<file path="src/design/pdrt_pkg.sv">
// ----------------------------------------------------------------------------
// pdrt_pkg: shared types and constants for the point decimate / transform core
// Item structs, field widths, register indexes and the coordinate saturator.
// ----------------------------------------------------------------------------
package pdrt_pkg;

  localparam int COORD_W    = 24;   // point and result coordinate width
  localparam int TOTAL_W    = 19;   // frame point count width
  localparam int MP_W       = 16;   // point cap register width
  localparam int COEF_W     = 16;   // one rotation coefficient
  localparam int ROT_W      = 3 * COEF_W;
  localparam int TRANS_W    = 20;   // one translation offset
  localparam int TRANS_ALL_W = 3 * TRANS_W;
  localparam int PROD_W     = COEF_W + COORD_W;
  localparam int ACC_W      = PROD_W + 2;
  localparam int SUM_W      = ACC_W + 1;

  localparam int CFG_IDX_W  = 3;
  localparam int CFG_DATA_W = 60;

  localparam int QUEUE_DEPTH = 4;

  localparam logic [TOTAL_W-1:0] MAX_FRAME_POINTS = TOTAL_W'(262144);
  localparam logic [MP_W-1:0]    POINT_CAP_RESET  = MP_W'(30000);

  // configuration register indexes
  localparam logic [CFG_IDX_W-1:0] REG_ENABLE     = 3'd0;
  localparam logic [CFG_IDX_W-1:0] REG_POINT_CAP  = 3'd1;
  localparam logic [CFG_IDX_W-1:0] REG_ROT_ROW0   = 3'd2;
  localparam logic [CFG_IDX_W-1:0] REG_ROT_ROW1   = 3'd3;
  localparam logic [CFG_IDX_W-1:0] REG_ROT_ROW2   = 3'd4;
  localparam logic [CFG_IDX_W-1:0] REG_TRANSLATION = 3'd5;

  typedef struct packed {
    logic signed [COORD_W-1:0] px;
    logic signed [COORD_W-1:0] py;
    logic signed [COORD_W-1:0] pz;
    logic [TOTAL_W-1:0]        frame_total;
    logic                      frame_start;
  } in_item_t;

  typedef struct packed {
    logic signed [COORD_W-1:0] ox;
    logic signed [COORD_W-1:0] oy;
    logic signed [COORD_W-1:0] oz;
    logic [TOTAL_W-1:0]        selected_total;
    logic                      last;
  } out_item_t;

  // selected point on its way from the front to the back
  typedef struct packed {
    logic signed [COORD_W-1:0] px;
    logic signed [COORD_W-1:0] py;
    logic signed [COORD_W-1:0] pz;
    logic [TOTAL_W-1:0]        selected_total;
    logic                      last;
  } sel_point_t;

  typedef struct packed {
    logic                        enable;
    logic [2:0][ROT_W-1:0]       rot;
    logic [TRANS_ALL_W-1:0]      trans;
  } xform_cfg_t;

  // clamp to the signed coordinate range
  function automatic logic [COORD_W-1:0] sat_coord(input logic signed [SUM_W-1:0] v);
    logic [SUM_W-COORD_W:0] upper;
    upper = v[SUM_W-1:COORD_W-1];
    if (upper == '0 || upper == '1) begin
      sat_coord = v[COORD_W-1:0];
    end else if (v[SUM_W-1]) begin
      sat_coord = {1'b1, {(COORD_W-1){1'b0}}};
    end else begin
      sat_coord = {1'b0, {(COORD_W-1){1'b1}}};
    end
  endfunction

endpackage

</file>
<file path="src/design/pdrt_div.sv">
// ----------------------------------------------------------------------------
// pdrt_div: restoring divider, one quotient bit per cycle
// Unsigned TOTAL_W-bit division; done pulses one cycle with the quotient.
// ----------------------------------------------------------------------------
module pdrt_div (
  input  logic                          clk,
  input  logic                          rst,
  input  logic                          start,
  input  logic [pdrt_pkg::TOTAL_W-1:0]  dividend,
  input  logic [pdrt_pkg::TOTAL_W-1:0]  divisor,
  output logic                          done,
  output logic [pdrt_pkg::TOTAL_W-1:0]  quotient
);
  import pdrt_pkg::*;

  localparam int STEP_W = $clog2(TOTAL_W);
  localparam logic [STEP_W-1:0] LAST_STEP = STEP_W'(TOTAL_W - 1);

  logic               running;
  logic [STEP_W-1:0]  step;
  logic [TOTAL_W-1:0] rem;
  logic [TOTAL_W-1:0] quo;
  logic [TOTAL_W-1:0] dsr;
  logic [TOTAL_W:0]   trial;
  logic [TOTAL_W:0]   diff;
  logic               fits;

  always_comb begin
    trial = {rem, quo[TOTAL_W-1]};
    diff  = trial - {1'b0, dsr};
    fits  = trial >= {1'b0, dsr};
  end

  always_ff @(posedge clk) begin
    if (rst) begin
      running <= 1'b0;
      done    <= 1'b0;
      step    <= '0;
    end else begin
      done <= 1'b0;
      if (start) begin
        running <= 1'b1;
        step    <= '0;
      end else if (running) begin
        step <= step + STEP_W'(1);
        if (step == LAST_STEP) begin
          running <= 1'b0;
          done    <= 1'b1;
        end
      end
    end
  end

  // shift the dividend through, subtract where the divisor fits
  always_ff @(posedge clk) begin
    if (start) begin
      rem <= '0;
      quo <= dividend;
      dsr <= divisor;
    end else if (running) begin
      rem <= fits ? diff[TOTAL_W-1:0] : trial[TOTAL_W-1:0];
      quo <= {quo[TOTAL_W-2:0], fits};
    end
  end

  assign quotient = quo;

endmodule

</file>
<file path="src/design/pdrt_front.sv">
// ----------------------------------------------------------------------------
// pdrt_front: frame setup and point selection
// Latches the frame size, derives stride and selected count on the shared
// divider, then picks every stride-th point into the queue.
// ----------------------------------------------------------------------------
module pdrt_front (
  input  logic                        clk,
  input  logic                        rst,
  input  logic                        in_valid,
  output logic                        in_ready,
  input  pdrt_pkg::in_item_t          in_data,
  input  logic [pdrt_pkg::MP_W-1:0]   point_cap,
  output logic                        q_push,
  output pdrt_pkg::sel_point_t        q_data,
  input  logic                        q_full
);
  import pdrt_pkg::*;

  localparam logic [1:0] ST_IDLE       = 2'd0;
  localparam logic [1:0] ST_DIV_STRIDE = 2'd1;
  localparam logic [1:0] ST_DIV_SEL    = 2'd2;
  localparam logic [1:0] ST_EMIT       = 2'd3;

  logic [1:0]         state;
  logic [TOTAL_W-1:0] point_index;
  logic [TOTAL_W-1:0] stride;
  logic [TOTAL_W-1:0] skip;
  logic [TOTAL_W-1:0] sel_total;
  logic [TOTAL_W-1:0] frame_size;
  in_item_t           hold;

  logic               div_start;
  logic               div_done;
  logic [TOTAL_W-1:0] div_dividend;
  logic [TOTAL_W-1:0] div_divisor;
  logic [TOTAL_W-1:0] div_quot;

  logic [TOTAL_W-1:0] total_sat;
  logic [TOTAL_W-1:0] mp_eff;
  logic [TOTAL_W-1:0] stride_new;
  logic               accept;
  logic               take_frame;
  logic               proc_en;
  logic               active;
  logic               pick;
  logic               is_last;
  in_item_t           cur;

  pdrt_div u_div (
    .clk      (clk),
    .rst      (rst),
    .start    (div_start),
    .dividend (div_dividend),
    .divisor  (div_divisor),
    .done     (div_done),
    .quotient (div_quot)
  );

  always_comb begin
    in_ready   = (state == ST_IDLE) && !q_full;
    accept     = in_valid && in_ready;
    take_frame = accept && in_data.frame_start;
    total_sat  = (in_data.frame_total > MAX_FRAME_POINTS) ? MAX_FRAME_POINTS
                                                          : in_data.frame_total;
    mp_eff     = (point_cap == '0) ? TOTAL_W'(1) : TOTAL_W'(point_cap);
    stride_new = (div_quot == '0) ? TOTAL_W'(1) : div_quot;

    // first pass: ceil(total / point cap); second pass: (total - 1) / stride
    div_start = take_frame || ((state == ST_DIV_STRIDE) && div_done);
    if (state == ST_DIV_STRIDE) begin
      div_dividend = frame_size - TOTAL_W'(1);
      div_divisor  = stride_new;
    end else begin
      div_dividend = total_sat + mp_eff - TOTAL_W'(1);
      div_divisor  = mp_eff;
    end

    cur     = (state == ST_EMIT) ? hold : in_data;
    proc_en = (accept && !in_data.frame_start) || ((state == ST_EMIT) && !q_full);
    active  = point_index < frame_size;
    pick    = active && (skip == '0);
    is_last = ({1'b0, point_index} + {1'b0, stride}) >= {1'b0, frame_size};

    q_push               = proc_en && pick;
    q_data.px            = cur.px;
    q_data.py            = cur.py;
    q_data.pz            = cur.pz;
    q_data.selected_total = sel_total;
    q_data.last          = is_last;
  end

  always_ff @(posedge clk) begin
    if (rst) begin
      state       <= ST_IDLE;
      point_index <= '0;
      stride      <= TOTAL_W'(1);
      skip        <= '0;
      sel_total   <= '0;
      frame_size  <= '0;
    end else begin
      unique case (state)
        ST_IDLE: begin
          if (take_frame) begin
            state <= ST_DIV_STRIDE;
          end
        end
        ST_DIV_STRIDE: begin
          if (div_done) begin
            stride <= stride_new;
            state  <= ST_DIV_SEL;
          end
        end
        ST_DIV_SEL: begin
          if (div_done) begin
            sel_total <= (frame_size == '0) ? '0 : div_quot + TOTAL_W'(1);
            state     <= ST_EMIT;
          end
        end
        ST_EMIT: begin
          if (!q_full) begin
            state <= ST_IDLE;
          end
        end
        default: begin
          state <= ST_IDLE;
        end
      endcase

      if (take_frame) begin
        frame_size  <= total_sat;
        point_index <= '0;
        skip        <= '0;
      end

      // advance the frame position; points past the frame size are dropped
      if (proc_en && active) begin
        point_index <= point_index + TOTAL_W'(1);
        skip        <= pick ? stride - TOTAL_W'(1) : skip - TOTAL_W'(1);
      end
    end
  end

  always_ff @(posedge clk) begin
    if (take_frame) begin
      hold <= in_data;
    end
  end

`ifndef NO_ASSERTIONS
  a_index_bound: assert property (@(posedge clk) disable iff (rst)
    point_index <= frame_size)
    else $error("pdrt_front: point index ran past the frame size");
  a_skip_bound: assert property (@(posedge clk) disable iff (rst) skip < stride)
    else $error("pdrt_front: skip countdown not below stride");
  a_frame_blocks: assert property (@(posedge clk) disable iff (rst)
    take_frame |=> !in_ready)
    else $error("pdrt_front: input open during frame setup");
`endif

endmodule

</file>
<file path="config.mk">
export PLATFORM = sky130hd
export DESIGN_NAME = pdrt_front
export DESIGN_NICKNAME = d
export VERILOG_FILES = /design/src/design/pdrt_pkg.sv /design/src/design/pdrt_div.sv /design/src/design/pdrt_front.sv
export SDC_FILE = /design/constraint.sdc
export NUM_CORES = 1
export LEC_CHECK = 0
export BUFFER_PORTS_ARGS = -buffer_cell sky130_fd_sc_hd__buf_2
export CORE_MARGIN = 2
export CORE_UTILIZATION = 52
export DETAILED_ROUTE_END_ITERATION = 12
export GPL_TIMING_DRIVEN = 1
export PLACE_DENSITY_LB_ADDON = 0.05
export SLEW_MARGIN = 20
export SYNTH_ARGS = -nofsm -noshare
export SYNTH_HDL_FRONTEND = slang
export SYNTH_SLANG_ARGS = --single-unit
</file>
<file path="constraint.sdc">
create_clock -name clk -period 15.83 [get_ports clk]
set_input_delay 3.9575 -clock clk [delete_from_list [all_inputs] [get_ports clk]]
set_output_delay 3.9575 -clock clk [all_outputs]
set_load 0.01 [all_outputs]
</file>
Word-level counts from Yosys, hierarchy flattened
Cells that the tools add are included.
Storage, ports and cells
  output and inout bits: 94
  flip-flop bits (word level): 253
  input bits: 112
  logic and storage cells: 88
Cells by class
  bitwise logic cells: 1
  multiplexer cells: 23
  $add $sub $neg: 10
  equality and inequality tests: 8
  order comparisons: 4
  reduce and logical (&&, ||, !) cells: 25
Operators with widths (number)
  $mux 19: 12
  $mux 92: 1
  $sub 19x1->19 const B: 4
  $logic_not 19->1: 3
  $ge 20x19->1: 2
  $add 19x1->19 const B: 2
  $add 19x19->20: 1
  $add 19x16->19: 1
  $gt 19x19->1 const B: 1
  $lt 19x19->1: 1
  $sub 19x19->19: 1
  $logic_not 16->1: 1
  $mux 16: 1
  $logic_and 1x1->1: 9
  $mux 2: 4
  $pmux 2 s4: 1
  $add 5x1->5 const B: 1
  $eq 5x5->1 const B: 1
  $eq 2x2->1 const B: 2
  $mux 1: 4
  $ne 2x1->1 const B: 2
  $ne 2x2->1 const B: 2
  $reduce_and 2->1: 2
  $reduce_and 4->1: 1
  8 further kinds: 11

Logic depth before layout (Yosys ltp)
  word-level depth: 7
  mapped depth: 21
  mapped depth without buffers: 19

Modules after synthesis
Synthesis repeated with hierarchy kept, for this count alone.
Second synthesis, totals
  cells, all modules: 1648
  area total of the unflattened synthesis: 15140.8 um2
Modules (own cells, without submodules)
  pdrt_front: seq. area each 4103.9 um2, instances 1, cells each 1307, area each 11508.5 um2
  pdrt_div: seq. area each 1661.6 um2, instances 1, cells each 341, area each 3632.2 um2

Worst setup path before layout
No wires, ideal clock.
  kind: input-to-output
  start point: input port in_data[0] in the netlist's numbering
  end point: output port q_push
  arrival: 4.966 ns
  slack: 6.906 ns
  stages: 7
  data required time: 11.873 ns
  cells stage by stage: inv_1 -> a31oi_1 -> nor2_1 -> nand3_1 -> clkbuf_1 -> clkbuf_1 -> nor3_1
On the way
  cells in the longest elaborated chain, start to end: 4
Ends and longest elaborated chain
  start, declared: line pdrt_front.sv:11  | input pdrt_pkg::in_item_t in_data,
  $logic_not 1->1: line pdrt_front.sv:79  | proc_en = (accept && !in_data.frame_start) || ((state == ST_EMIT) && !q_full);
  $logic_and 1x1->1: line pdrt_front.sv:79
  $logic_or 1x1->1: line pdrt_front.sv:79
  $logic_and 1x1->1: line pdrt_front.sv:84  | q_push = proc_en && pick;
  end, declared: line pdrt_front.sv:13  | output logic q_push,
Every way passes these cells.

Worst setup path in the final report
Ends and elaborated chain as after synthesis.

==> impl_results.md <==
* CP Cell Sequence: buf_2 > inv_1 > a31oi_1 > nor2_1 > nand3_1 > nor3_1 > buf_2
* Critical Path RT at ~12 ns
* Core area at 27930 um^2
* Total Wirelength at ~40000 um
* Max FO, Critical Path at 20
* Fin worst setup slack at 6.240 ns
* GR Util All Layers at 0.2646
* Via Count at 12.79k
* GR Util met2 at 0.4525
* Setup TNS at 0 ns
* Clock Root Buffer: clkbuf_16
* CTS tree: done
* Register bit total from synthesis at 233
* Mapped Cells at 1648
* XOR/XNOR Fraction of Synth Area at 0.04841
* TritonRoute pass-1 iters at 7
* CP endpoint kind: output pin
* Post-DP HPWL at 29810 um
* Final hold vios at 0
* CP dominant cell by count: buf_2
* CP max stage cell: nand3_1
* Final instance area at roughly 17000 um^2
* Unrepaired setup endpoints after global routing: false
* Num CTS Buffers at 26
* Worst VDD drop at just under 0.0001 V
* Hold_ws at roughly 0.47 ns
* Critical Path AT at 5.63 ns
* Via density at 5.775
* Status: completed
* Compound-Gate Fraction of Synth Area at 0.1678
* Fmax at 0.1043 GHz
* Antenna cell count at 0
* Ports at 206
* Syn Area/Cell at 9.001 um^2
* CTS Hold Bufs at 0
* Sequential share of the synthesized area at 0.3887
* Synth cell types at 70
* I/O Buffers at 205
* Final worst path period share at 0.6058
* Asr flop ratio synth at 0
* Iter 0 DRT Violations at 1031
* CTS sink cnt at 233
* Slew Limit Fails at 0
* Post-synth top area cell: edfxtp_1
* Number of global-route vias before repair at 11.99k
* Actual slew at the worst max-slew pin at 0.9452 ns
* Max-cap violations at 0
* Die height at between 150 and 200 um
* Setup WS pre-CTS at 6.265 ns
* Post-synth EDFFs at 110
* Setup Skew at 0.01655 ns
* CP max stage delay at 0.69 ns
* Tmin final at 9.590 ns
* Largest family of logic cells by synthesized area: compound AO/OA/AOI/OAI gates
* Global-route wire length before repair at 64460 um
* Syn-to-layout area delta at 14.93%
* Placed cell areas at 16120 um^2
* Largest net degree at the start of global routing at 75
* Number of fill cells in the layout at 2497
* Hold Path Class: reg -> reg
* Lkg Pwr at around 0.0073 uW
* Residual DRC at 0
* GR Layer Usage met3 at 0.04156
* Syn_nets at 1883
* Die Area at 29890 um^2
* DRT antenna net count at 0
* Final design utilization at 0.6103
* Initial antenna violation count at 0
* PwrDens at 126.4 nW/um^2
* Synthesized cell area at 14830 um^2
* Setup violations, final at 0
* Layout cells sized above 1 at 0.1972
* H-Tree Depth at 1
* Yosys top cell area share at 0.2227
* CP startpoint kind: input pin
* Row count at 61
* Slew margin rel. at 0.3681
* Top FF cell, synth: dfxtp_1
* Clock-pin slew on the worst setup and hold paths at ~0.060 ns
* DIE WIDTH at 172.9 um
* Placer Congestion at 0.9223
* Critical path class: in -> out
* GR Overflow Total at 0
* Simple-gate area share of the yosys netlist at 0.1623
* Synth Area in Adders at 0.1053
* GRT busiest layer: met2
* Wirelength per Cell at 18.42 um
* # Post-CTS Setup Buffers at 0
* Nets at 2051
* Post-synthesis mux area share at 0.07515
* Global-route met1 utilization at 0.3455
* Initial Util at 0.5310
* Top cells by area, synth: edfxtp_1 22%, dfxtp_1 17%, ha_1 10%, mux2_2 6.3%, a21oi_1 5.4%
* Synth Warn # at 0
* Clock Latency Late Sink at 0.55 ns
* CTS-repair resized insts at 0
* Clk buf depth at 3
path summary, 6_finish.rpt:
check / endpoint / slack (ns) / cells past startpoint / from
max reg2reg: skip[18]$_SDFFE_PP0P_ / 11.39 / 18 / frame_size[1]$_SDFFE_PP0P_
min: frame_size[5]$_SDFFE_PP0P_ / 0.47 / 2 / frame_size[5]$_SDFFE_PP0P_
max: q_push / 6.24 / 7 / in_data[0]
min reg2reg: frame_size[5]$_SDFFE_PP0P_ / 0.47 / 2 / frame_size[5]$_SDFFE_PP0P_
per-stage QoR:
step / total power [uW] / instances
global route: 2289 / 2214
detailed placement: 1515 / 2166
floorplan: 1344 / 1648
global placement: 1499 / 2166
CTS: 2166 / 2214
finish: 2156 / 2214
metal layers:
layer | share of wire | routed length [um]
met4 | 0.031 | 1276
met5 | 0 | 0
met1 | 0.43 | 17550
met3 | 0.065 | 2632
met2 | 0.47 | 19330
cells in the final DEF, fill, tap and decap left out, types with 12 or more instances in the layout:
cell type	instances
edfxtp_1	110
buf_2	205
mux2_2	83
clkbuf_16	28
a21oi_1	159
nand4_1	19
nand3_1	42
nor4_1	17
a22oi_1	19
or3_1	19
xor2_1	23
a211oi_1	15
nor2_1	125
o21a_1	12
mux2i_1	18
xnor2_1	59
nor3_1	38
nand2_1	156
ha_1	118
a21o_1	27
and3_1	18
nor2b_1	14
a31oi_1	12
nand2b_1	16
inv_1	118
dfxtp_1	123
and2_1	13
buf_4	14
o21ai_0	82
cells in the mapped netlist, drive strengths merged (13+ instances only):
library cell	count
and2	13
mux2i	18
a21o	27
nand2	156
xnor2	59
nor2	127
xor2	23
a211oi	15
o21ai	85
inv	119
edfxtp	110
a22oi	19
nand2b	16
mux2	83
buf	20
nor3	38
nand3	42
dfxtp	123
clkbuf	59
nor2b	14
and3	18
nand4	19
a21oi	159
ha	120
or3	20
nor4	17
kinds of logic (layout without fill, tap and decap cells):
logic type               Yosys count  count (layout)
adder cells (fa/ha/maj)          123             123
XOR/XNOR                          82              82
flip-flops                       233             233
multiplexers                     101             101
AO/OA/AOI/OAI                    405             405
AND/OR/NAND/NOR                  506             506
buffers and inverters            198             386
registers in the layout, indices dropped and copies added, names as in the netlist, 5 cells and up:
| register | flops |
|---|---|
| frame_size | 19 |
| u_div.quotient | 19 |
| u_div.step | 5 |
| hold | 72 |
| sel_total | 19 |
| point_index | 19 |
| skip | 19 |
| stride | 19 |
| u_div.rem | 19 |
| u_div.dsr | 19 |
power by group:
group	total, uW	switching (uW)	internal [uW]
Combinational	757	445	312
Clock	645	253	392
Sequential	753	53.4	700
Total	2160	751	1400
layout make-up:
| type | instances | area (um^2) | area share |
|---|---|---|---|
| Clock buffer | 33 | 729.5 | 0.04279 |
| Clock inverter | 15 | 195.2 | 0.01145 |
| Sequential cell | 233 | 5766 | 0.3382 |
| Inverter | 119 | 447.9 | 0.02627 |
| Timing Repair Buffer | 219 | 1131 | 0.06634 |
| Tap cell | 378 | 473.0 | 0.02774 |
| Multi-Input combinational cell | 1217 | 8307 | 0.4872 |
critical path, delay by kind of cell:
family / cells / cell delay [ns]
simple gates: 3 / 1.27
buf+inv: 3 / 0.33
compound gates: 1 / 0.07
Power figures use the tool's default switching activity.
