File: config.mk
export PLATFORM = sky130hd
export DESIGN_NAME = pdrt_fifo
export DESIGN_NICKNAME = d
export VERILOG_FILES = /design/src/design/pdrt_pkg.sv /design/src/design/pdrt_fifo.sv
export SDC_FILE = /design/constraint.sdc
export NUM_CORES = 1
export LEC_CHECK = 0
export BUFFER_PORTS_ARGS = -buffer_cell sky130_fd_sc_hd__buf_4
export CELL_PAD_IN_SITES_DETAIL_PLACEMENT = 0
export CELL_PAD_IN_SITES_GLOBAL_PLACEMENT = 2
export CORE_UTILIZATION = 45
export DETAILED_ROUTE_END_ITERATION = 16
export PLACE_DENSITY = 0.84
export SLEW_MARGIN = 40
export SYNTH_ARGS = -nofsm -noshare
export SYNTH_HDL_FRONTEND = slang
export SYNTH_SLANG_ARGS = --single-unit
File: constraint.sdc
create_clock -name clk -period 3.4 [get_ports clk]
set_input_delay 0.17 -clock clk [delete_from_list [all_inputs] [get_ports clk]]
set_output_delay 0.17 -clock clk [all_outputs]
set_load 0.05 [all_outputs]
File: src/design/pdrt_pkg.sv
// ----------------------------------------------------------------------------
// pdrt_pkg: shared types and constants for the point decimate / transform core
// Item structs, field widths, register indexes and the coordinate saturator.
// ----------------------------------------------------------------------------
package pdrt_pkg;

  localparam int COORD_W    = 24;   // point and result coordinate width
  localparam int TOTAL_W    = 19;   // frame point count width
  localparam int MP_W       = 16;   // point cap register width
  localparam int COEF_W     = 16;   // one rotation coefficient
  localparam int ROT_W      = 3 * COEF_W;
  localparam int TRANS_W    = 20;   // one translation offset
  localparam int TRANS_ALL_W = 3 * TRANS_W;
  localparam int PROD_W     = COEF_W + COORD_W;
  localparam int ACC_W      = PROD_W + 2;
  localparam int SUM_W      = ACC_W + 1;

  localparam int CFG_IDX_W  = 3;
  localparam int CFG_DATA_W = 60;

  localparam int QUEUE_DEPTH = 4;

  localparam logic [TOTAL_W-1:0] MAX_FRAME_POINTS = TOTAL_W'(262144);
  localparam logic [MP_W-1:0]    POINT_CAP_RESET  = MP_W'(30000);

  // configuration register indexes
  localparam logic [CFG_IDX_W-1:0] REG_ENABLE     = 3'd0;
  localparam logic [CFG_IDX_W-1:0] REG_POINT_CAP  = 3'd1;
  localparam logic [CFG_IDX_W-1:0] REG_ROT_ROW0   = 3'd2;
  localparam logic [CFG_IDX_W-1:0] REG_ROT_ROW1   = 3'd3;
  localparam logic [CFG_IDX_W-1:0] REG_ROT_ROW2   = 3'd4;
  localparam logic [CFG_IDX_W-1:0] REG_TRANSLATION = 3'd5;

  typedef struct packed {
    logic signed [COORD_W-1:0] px;
    logic signed [COORD_W-1:0] py;
    logic signed [COORD_W-1:0] pz;
    logic [TOTAL_W-1:0]        frame_total;
    logic                      frame_start;
  } in_item_t;

  typedef struct packed {
    logic signed [COORD_W-1:0] ox;
    logic signed [COORD_W-1:0] oy;
    logic signed [COORD_W-1:0] oz;
    logic [TOTAL_W-1:0]        selected_total;
    logic                      last;
  } out_item_t;

  // selected point on its way from the front to the back
  typedef struct packed {
    logic signed [COORD_W-1:0] px;
    logic signed [COORD_W-1:0] py;
    logic signed [COORD_W-1:0] pz;
    logic [TOTAL_W-1:0]        selected_total;
    logic                      last;
  } sel_point_t;

  typedef struct packed {
    logic                        enable;
    logic [2:0][ROT_W-1:0]       rot;
    logic [TRANS_ALL_W-1:0]      trans;
  } xform_cfg_t;

  // clamp to the signed coordinate range
  function automatic logic [COORD_W-1:0] sat_coord(input logic signed [SUM_W-1:0] v);
    logic [SUM_W-COORD_W:0] upper;
    upper = v[SUM_W-1:COORD_W-1];
    if (upper == '0 || upper == '1) begin
      sat_coord = v[COORD_W-1:0];
    end else if (v[SUM_W-1]) begin
      sat_coord = {1'b1, {(COORD_W-1){1'b0}}};
    end else begin
      sat_coord = {1'b0, {(COORD_W-1){1'b1}}};
    end
  endfunction

endpackage

File: src/design/pdrt_fifo.sv
// ----------------------------------------------------------------------------
// pdrt_fifo: short queue of selected points between front and back
// Flop-based, QUEUE_DEPTH entries, head visible without a read cycle.
// ----------------------------------------------------------------------------
module pdrt_fifo (
  input  logic                    clk,
  input  logic                    rst,
  input  logic                    push,
  input  pdrt_pkg::sel_point_t    push_data,
  output logic                    full,
  input  logic                    pop,
  output pdrt_pkg::sel_point_t    pop_data,
  output logic                    empty
);
  import pdrt_pkg::*;

  localparam int PTR_W = $clog2(QUEUE_DEPTH);
  localparam int CNT_W = $clog2(QUEUE_DEPTH + 1);

  sel_point_t          mem [QUEUE_DEPTH];
  logic [PTR_W-1:0]    wr_ptr;
  logic [PTR_W-1:0]    rd_ptr;
  logic [CNT_W-1:0]    count;

  assign full     = count == CNT_W'(QUEUE_DEPTH);
  assign empty    = count == '0;
  assign pop_data = mem[rd_ptr];

  always_ff @(posedge clk) begin
    if (rst) begin
      wr_ptr <= '0;
      rd_ptr <= '0;
      count  <= '0;
    end else begin
      if (push) begin
        wr_ptr <= wr_ptr + PTR_W'(1);
      end
      if (pop) begin
        rd_ptr <= rd_ptr + PTR_W'(1);
      end
      if (push && !pop) begin
        count <= count + CNT_W'(1);
      end else if (pop && !push) begin
        count <= count - CNT_W'(1);
      end
    end
  end

  always_ff @(posedge clk) begin
    if (push) begin
      mem[wr_ptr] <= push_data;
    end
  end

`ifndef NO_ASSERTIONS
  a_no_overflow: assert property (@(posedge clk) disable iff (rst) push |-> !full)
    else $error("pdrt_fifo: push into a full queue");
  a_no_underflow: assert property (@(posedge clk) disable iff (rst) pop |-> !empty)
    else $error("pdrt_fifo: pop from an empty queue");
`endif

endmodule

# ---- After elaboration in Yosys (flattened, before gate mapping)
# Memories as Yosys holds them, arrays and structs flattened. A register that Yosys moved wholly into a read port is not among the register bits.
# Index checks and enable logic that the tools add are counted.
dict set report op_classes {
  n_mux 6
  n_shift 0
  n_mul 0
  reduce_logical 6
  bitwise 0
  n_addsub 4
  magnitude_cmp 0
  n_div 0
  n_eq_ne 1
}
# operator n
set op_table {}
lappend op_table {{$mux 3} 2}
lappend op_table {{$add 2x1->2 const B} 2}
lappend op_table {{$mux 2} 2}
lappend op_table {{$add 3x1->3 const B} 1}
lappend op_table {{$eq 3x3->1 const B} 1}
lappend op_table {{$logic_not 3->1} 1}
lappend op_table {{$sub 3x1->3 const B} 1}
lappend op_table {{$logic_and 1x1->1} 2}
lappend op_table {{$logic_not 1->1} 2}
lappend op_table {{$mux 1} 2}
lappend op_table {{$reduce_bool 2->1} 1}
dict set report totals {
  rom_bits 0
  register_bits 7
  ram_bits 368
  mem_count 1
  wordCells 21
  latchBits 0
  output_inout_bits 94
  input_bits 96
}
# name words width read_ports rd_ports_with_merged_regs write_ports line_no
set memory_table {}
lappend memory_table {mem 4 92 1 1 1 pdrt_fifo.sv:20} ;# sel_point_t mem [QUEUE_DEPTH];

# ---- Logic depth before layout (Yosys ltp)
# Gate-level depths: netlist of the first run.
dict set report depth {
  ltp_word 4
  depth_mapped 7
  depth_no_buf 7
}

# ---- Least setup slack after synthesis of the first run
# OpenSTA, ideal clock, no wires.
dict set report synth_path {
  kind {register -> register}
  start {register wr_ptr[0]}
  end {memory mem[0][0] (netlist name) (enable)}
  stages_incl_launch_ff 4
  required_ns 2.939
  synth_period_minus_slack_ns 3.135
  setup_slack_ns 0.265
  n_path_buf 0
  arrival_time_ns 2.674
  cell_sequence {dfxtp_1 inv_1 ha_1 and2_1}
}
# element line_no
set synth_lines {}
lappend synth_lines {{start, declared} pdrt_fifo.sv:21} ;# logic [PTR_W-1:0] wr_ptr;
lappend synth_lines {{start signal, assigned} pdrt_fifo.sv:36} ;# wr_ptr <= wr_ptr + PTR_W'(1);
lappend synth_lines {{end, declared} pdrt_fifo.sv:20}
# Straight into the memory's write port.

==> impl_metrics.tcl, run 1 <==
set metrics [dict create \
    cts_resized 0 \
    final-instance-count-excl-fill 1258 \
    wl_per_cell_um 21.0 \
    n_fill_cell 2110 \
    critPathMaxStageDelay_ns 0.83 \
    yosys_register_bits 377 \
    yosysTopAreaCellShare 0.806 \
    crit_path_end_kind "output pin" \
    dieHeight_um 177 \
    antenna_found_initial 1 \
    grt_max_degree 51 \
    hp-start "push_data[80]" \
    setup_viol 0 \
    cts_root_buffer "clkbuf_16" \
    worstPathArrival_ns 2.38 \
    vdd_drop_max_mv 0.416 \
    ctsLongestPathBuffers 3 \
    core-area_sq_mm 0.0298 \
    ant_nets 0 \
    syn_avg_cell_area_sq_um 26.2 \
    p_leak_uw 0.00611 \
    cts_max_level 2 \
    start_kind "flip-flop" \
    critical_path_required_ns 3.23 \
    initial_utilization 0.460 \
    numCtsBuffers 39 \
    fp.dieArea_sq_mm 0.0312 \
    rows 63 \
    critical-path-top-delay-family "flip-flops" \
    first_global_vias 7307 \
    powerDensity_mw_per_mm2 636 \
    relSlewSlack 0.507 \
    gp_congestion 0.694 \
    path_class "flip-flop to output pin" \
    stdcell_area_sq_mm 0.0179 \
    rsz0062_at_grt "no" \
    yosys.area.top_type "edfxtp_1" \
    yosys_warnings 0 \
    synth_area_leaders "edfxtp_1 81%, mux4_2 15%, dfxtp_1 1.3%, buf_6 0.74%, ha_1 0.46%" \
    path_cells "buf_12 -> mux4_2 -> buf_4" \
    final_nets 939 \
    fin_tns_setup_ns 0 \
    syn_nets 626 \
    hold_slack_ns 0.396 \
    clock-sinks 377 \
    die_x_um 177 \
    postCtsSetupRepairBufs 0 \
    fin_util 0.600 \
    cap_violations 0 \
    path_clk_slew_ns 0.06 \
    vias 6508 \
    tightestPinTransition_ns 0.739 \
    port_buffers 189 \
    totalWireLength_mm 26.4 \
    cpMaxStageDelayCell "dfxtp_4" \
    placed_cells 1089 \
    areaGrowthSynthToFinish_pct 30.5 \
    fin_crit_ns 2.55 \
    placed_cell_area_sq_mm 0.0156 \
    skew_ns 0.0131 \
    yosys.cell_types.count 20 \
    drc 0 \
    r2r-start "wr_ptr[0]$_SDFFE_PP0P_" \
    hold_viol_final 0 \
    cts_tree "done" \
    netlist_area_sq_mm 0.0137 \
    viasPerCell 5.17 \
    first_pass_iters 4 \
    drt-initial-drc-count 458 \
    ys_seq_area_frac 0.819 \
    fmax_mhz 392 \
    grt_overflow 0 \
    drv_slew 0 \
    syn_inst 524 \
    clock_latency_ns 0.51 \
    drive_gt1_frac 0.406 \
    cts_hold_buf 95 \
    grt_usage 0.174 \
    dp_hpwl_mm 14.9 \
    status "completed" \
    grt_pass1_wl_mm 40.6 \
    critPathBufInv 2 \
    crit_fanout 49 \
    hold_path_class "primary input to flip-flop" \
    fin_crit_sh 0.751 \
    io_pins 190 \
]
placed cells by master (no fill, tap or decap), drive strengths merged:
cell,instances
edfxtp,368
nor2,7
o21ai,1
inv,5
nor3b,1
and2,4
nor3,1
nand2,1
xor2,3
mux2i,2
clkbuf,49
diode,1
mux4,92
a21oi,1
or3,1
buf,198
clkinv,16
dlygate4sd3,95
xnor2,2
fa,1
dfxtp,9
ha,5
bufinv,5
final cells by class:
cell class | count | area, sq um | area share
Antenna cell | 1 | 2.50 | 0.000140
Timing Repair Buffer | 293 | 2550 | 0.143
Tap cell | 390 | 488 | 0.0273
Multi-Input combinational cell | 122 | 2310 | 0.129
Clock inverter | 22 | 230 | 0.0129
Inverter | 4 | 15.0 | 0.000839
Clock buffer | 49 | 1060 | 0.0590
Sequential cell | 377 | 11200 | 0.628
logic make-up (layout without fill, tap and decap cells):
family / after synthesis / after routing / synth area share
fa+ha+maj: 6 / 6 / 0.00603
xor+xnor: 5 / 5 / 0.00320
mux: 94 / 94 / 0.153
flops: 377 / 377 / 0.819
buf+inv: 25 / 368 / 0.0126
simple gates: 15 / 15 / 0.00539
compound gates: 2 / 2 / 0.000730
other cells: 0 / 1 / 0
worst paths after layout:
check	slack [ns]	to	cells past startpoint
worst max register to register	1.41	mem[0][12]$_DFFE_PP_	4
worst min-delay path	0.40	mem[1][80]$_DFFE_PP_	2
worst min register to register	0.54	count[2]$_SDFFE_PP0P_	2
worst max-delay path	0.85	pop_data[53]	3
flip-flops by register name, indices dropped and copies added, names as in the netlist, named ones only:
signal,flops
wr_ptr,2
rd_ptr,2
mem,368
count,3
cell usage after synthesis:
master	number
a21oi_1	1
clkbuf_1	3
mux2i_1	2
buf_2	9
nor2_1	7
dfxtp_1	9
nor3b_1	1
mux4_2	92
or3_1	1
inv_1	4
ha_1	5
o21ai_0	1
and2_1	4
nor3_1	1
xor2_1	3
buf_6	9
xnor2_1	2
fa_1	1
edfxtp_1	368
nand2_1	1
power breakdown:
| group | leakage, uW | internal, uW | total (uW) | switching, uW |
|---|---|---|---|---|
| Clock | 0.000636 | 2580 | 4240 | 1650 |
| Combinational | 0.00201 | 653 | 1720 | 1070 |
| Sequential | 0.00346 | 5340 | 5430 | 87.0 |
| Total | 0.00611 | 8570 | 11400 | 2810 |
through the flow:
step	power, uW	setup slack, ns
finish	11400	0.847
global route	11800	0.720
CTS	11500	0.786
detailed placement	7170	1.34
global placement	7130	1.36
floorplan	6630	0.265
routing by layer:
layer	wire length [um]	GRT usage	vias to the layer above
li1	-	-	2877
met1	10700	0.216	3401
met2	13600	0.302	184
met3	1570	0.0448	46
met4	554	0.0503	0
met5	0	0	-
Power figures use the tool's default switching activity.
==> run 2, diff against run 1 <==
clock period = 2.5 ns   (was 3.4 ns; I/O delays follow)
==> run 2 against run 1 <==
Net effect:
- sequential power up 35%
- hold slack worse by 0.036 ns
- combinational power increased by 38%
- sequential share of layout area hardly changed
- core utilization barely moved
- non-clock buffer count is 5 higher
- critical path type unchanged
- critical endpoint is now pop_data[1]
- largest cell class unchanged
==> impl_metrics.tcl, run 2 (synthesis gave the netlist of run 1 again) <==
set metrics [dict create \
    wl_met1_mm 10.6 \
    start_kind "flip-flop" \
    die_x_um 177 \
    routed-wl-met3_mm 1.21 \
    grt_overflow 0 \
    final_nets 944 \
    crit_path_end_kind "output pin" \
    initial_utilization 0.460 \
    hold_viol_final 0 \
    critical_path_required_ns 2.38 \
    critPathMaxStageDelay_ns 0.61 \
    n_fill_cell 2106 \
    top_layer_used "met5" \
    drt-initial-drc-count 404 \
    internal-power_uw 11200 \
    largest_reg_flops 368 \
    status "completed" \
    core-area_sq_mm 0.0298 \
    cts_hold_buf 96 \
    final_common_cell "edfxtp_1" \
    rsz0062_at_grt "no" \
    crit_fanout 51 \
    io_pins 190 \
    final-instance-count-excl-fill 1263 \
    path_clk_slew_ns 0.06 \
    first_global_vias 7118 \
    fp.dieArea_sq_mm 0.0312 \
    hold_path_class "primary input to flip-flop" \
    clock_latency_ns 0.51 \
    p_leak_uw 0.00610 \
    power_frac_seq 0.488 \
    placed_cells 1095 \
    postCtsSetupRepairBufs 0 \
    drive_gt1_frac 0.410 \
    viasPerCell 5.15 \
    cpMaxStageDelayCell "mux4_2" \
    wl_met2_mm 13.7 \
    largest_register "mem" \
    grt_max_degree 52 \
    fin_tns_setup_ns 0 \
    wl_per_cell_um 20.6 \
    grt_usage 0.171 \
    multi_input_area_sq_mm 0.00231 \
    cts_resized 0 \
    fmax_mhz 448 \
    ant_nets 0 \
    swShare 0.254 \
    powerDensity_mw_per_mm2 843 \
    vdd_drop_max_mv 0.744 \
    cts_max_level 2 \
    totalWireLength_mm 26.1 \
    gp_congestion 0.717 \
    ctsLongestPathBuffers 3 \
    path_cells "buf_12 -> mux4_2 -> buf_4" \
    final_cell_mix "368 x edfxtp_1, 190 x buf_4, 96 x dlygate4sd3_1" \
    setup_viol 0 \
    worstPathArrival_ns 2.10 \
    drc 0 \
    cap_violations 0 \
    cts_tree "done" \
    comb_power_share 0.158 \
    first_pass_iters 4 \
    vias 6509 \
    cts_root_buffer "clkbuf_16" \
    clkPwrFrac 0.355 \
    dieHeight_um 177 \
    clock-sinks 377 \
    areaGrowthSynthToFinish_pct 30.5 \
    antenna_found_initial 2 \
    fin_crit_sh 0.892 \
    relSlewSlack 0.627 \
    critical-path-top-delay-family "multiplexers" \
    seqCellArea_sq_mm 0.0112 \
    port_buffers 189 \
    numCtsBuffers 39 \
    critPathBufInv 2 \
    tightestPinTransition_ns 0.559 \
    rows 63 \
    path_class "flip-flop to output pin" \
    skew_ns 0.0117 \
    diodes 0 \
    top_regs "mem (368), count (3)" \
    p_sw_uw 3830 \
    drv_slew 0 \
    fin_crit_ns 2.23 \
    dp_hpwl_mm 15.3 \
    grt_pass1_wl_mm 40.1 \
]
[run 2: area by class of cell]
cell class	instances	area share
Multi-Input combinational cell	122	0.129
Timing Repair Buffer	298	0.147
Clock inverter	25	0.00951
Tap cell	390	0.0273
Sequential cell	377	0.628
Clock buffer	47	0.0580
Inverter	4	0.000839
[run 2: metrics by stage]
step           hold WS (ns)  cell area (sq um)  total power, uW  setup WS, ns  utilization
6_report              0.360              17900            15100         0.270        0.600
5_1_grt               0.338              17900            15600         0.144        0.600
4_1_cts               0.326              17900            15300         0.211        0.600
3_5_place_dp          0.327              15700             9770         0.719        0.528
3_3_place_gp          0.323              15700             9710         0.767        0.528
2_1_floorplan         0.224              13700             9000         0.379            -
[run 2: final timing paths]
kind                            cells after the start  slack (ns)                    end                   start
worst max-delay path                                3        0.27            pop_data[1]               flip-flop
worst min-delay path                                2        0.36   mem[3][87]$_DFFE_PP_           push_data[87]
worst max register to register                      4        0.75   mem[2][37]$_DFFE_PP_  wr_ptr[0]$_SDFFE_PP0P_
worst min register to register                      2        0.51  count[2]$_SDFFE_PP0P_   count[2]$_SDFFE_PP0P_
[run 2: power by group through the flow]
| stage | Sequential (uW) | Clock [uW] | Combinational (uW) |
|---|---|---|---|
| after floorplan | 7450 | 0 | 1550 |
| after global placement | 7460 | 0 | 2250 |
| after detailed placement | 7490 | 0 | 2280 |
| after CTS | 7350 | 5480 | 2420 |
| after global routing | 7380 | 5730 | 2500 |
| final | 7350 | 5340 | 2380 |
[run 2: layer usage]
metal | vias up | global-route usage
met2 | 184 | 0.301
met1 | 3387 | 0.217
met5 | - | 0
met4 | 4 | 0.0481
li1 | 2886 | -
met3 | 48 | 0.0325
==> run 3, diff against run 2 <==
CELL_PAD_IN_SITES_DETAIL_PLACEMENT = not set   (was 0)
CELL_PAD_IN_SITES_GLOBAL_PLACEMENT = not set   (was 2)
CORE_UTILIZATION = 50   (was 45)
PLACE_DENSITY = 0.76   (was 0.84)
==> run 3 against run 2 <==
Net effect:
- wire length grew 1.9%
- largest power group unchanged
- core utilization grew 6.2 points
- setup slack lost 0.12 ns
- largest cell class unchanged
- die area shrank 9.9%
- critical path depth is the same
- clock skew grew 0.0029 ns
- design area shrank 0.22%
- sequential share of layout area grew 0.14 points
- clock power grew 4%
- non-clock buffer count grew 5
- sequential power is essentially flat
- count of clock-buffer cells in the layout grew 2
==> impl_metrics.tcl, run 3 (synthesis gave the netlist of run 1 again) <==
set metrics [dict create \
    clock_latency_ns 0.51 \
    crit_fanout 28 \
    status "completed" \
    ant_nets 0 \
    rows 60 \
    cap_violations 0 \
    grt_overflow 0 \
    path_clk_slew_ns 0.06 \
    path_class "flip-flop to output pin" \
    grt_usage 0.193 \
    fp.dieArea_sq_mm 0.0281 \
    placed_cells 1051 \
    hold_path_class "primary input to flip-flop" \
    drt-initial-drc-count 466 \
    vias 6507 \
    clock-sinks 377 \
    drc 0 \
    port_buffers 189 \
    dp_hpwl_mm 15.7 \
    hold_viol_final 0 \
    cts_resized 0 \
    fin_crit_ns 2.35 \
    numCtsBuffers 37 \
    initial_utilization 0.509 \
    die_x_um 168 \
    final-instance-count-excl-fill 1211 \
    viasPerCell 5.37 \
    largest_reg_flops 368 \
    gp_congestion 0.718 \
    cts_max_level 2 \
    largest_register "mem" \
    areaGrowthSynthToFinish_pct 30.2 \
    stdcell_area_sq_mm 0.0178 \
    dieHeight_um 168 \
    p_leak_uw 0.00611 \
    grt_max_degree 45 \
    final_cell_mix "368 x edfxtp_1, 197 x buf_4, 96 x dlygate4sd3_1" \
    hold_slack_ns 0.359 \
    wl_per_cell_um 21.9 \
    tightestPinTransition_ns 0.487 \
    ctsLongestPathBuffers 3 \
    placed_cell_area_sq_mm 0.0157 \
    crit_path_end_kind "output pin" \
    cts_hold_buf 96 \
    grt_pass1_wl_mm 40.5 \
    start_kind "flip-flop" \
    rsz0062_at_grt "no" \
    fin_crit_sh 0.938 \
    io_pins 190 \
    top_regs "mem (368), count (3)" \
    setup_viol 0 \
    totalWireLength_mm 26.5 \
    powerDensity_mw_per_mm2 856 \
    postCtsSetupRepairBufs 0 \
    antenna_found_initial 0 \
    drive_gt1_frac 0.407 \
    final_nets 947 \
    first_global_vias 7256 \
    skew_ns 0.0146 \
    diodes 0 \
    critical_path_required_ns 2.38 \
    fmax_mhz 426 \
    cts_root_buffer "clkbuf_16" \
    first_pass_iters 6 \
    fin_tns_setup_ns 0 \
    cts_tree "done" \
    drv_slew 0 \
    final_common_cell "edfxtp_1" \
    vdd_drop_max_mv 0.645 \
    worstPathArrival_ns 2.22 \
    relSlewSlack 0.675 \
    core-area_sq_mm 0.0270 \
]
[run 3: power breakdown]
part	internal, uW	leakage (uW)	total [uW]	switching [uW]
logic	910	0.00207	2380	1470
clock network	3370	0.000584	5540	2170
registers	7260	0.00346	7370	110
total	11500	0.00611	15300	3750
[run 3: worst max-delay path: stages (launching register included)]
cell and delay, ns:
dfxtp_4 0.60, buf_12 0.30, mux4_2 0.58, buf_4 0.21
[run 3: per-layer routing]
metal	share of wire	global-route usage	up-vias	wire length, um
met5	0	0	-	0
met4	0.017	0.0495	0	464
met3	0.051	0.0411	44	1340
met2	0.53	0.341	188	14000
met1	0.40	0.243	3387	10700
li1	-	-	2888	-
[run 3: path summary, 6_finish.rpt]
| path | startpoint | depth (start not counted) | slack, ns | to |
|---|---|---|---|---|
| setup / recovery | flip-flop | 3 | 0.15 | pop_data[80] |
| hold / removal | push_data[24] | 2 | 0.36 | mem[0][24]$_DFFE_PP_ |
| setup reg to reg | wr_ptr[0]$_SDFFE_PP0P_ | 4 | 0.71 | mem[0][26]$_DFFE_PP_ |
| hold reg to reg | count[2]$_SDFFE_PP0P_ | 2 | 0.52 | count[2]$_SDFFE_PP0P_ |
[run 3: layout make-up]
class	count	area [sq um]
Timing Repair Buffer	303	2640
Clock inverter	15	203
Multi-Input combinational cell	122	2310
Clock buffer	49	1010
Sequential cell	377	11200
Fill cell	1657	9100
Inverter	4	15.0
Tap cell	341	427
[run 3: metrics by stage]
| step | total power [uW] | setup slack, ns | util |
|---|---|---|---|
| 2_1_floorplan | 9000 | 0.379 | - |
| 3_3_place_gp | 9700 | 0.668 | 0.581 |
| 3_5_place_dp | 9770 | 0.625 | 0.581 |
| 4_1_cts | 15400 | 0.0787 | 0.662 |
| 5_1_grt | 15800 | 0.0210 | 0.662 |
| 6_report | 15300 | 0.154 | 0.662 |
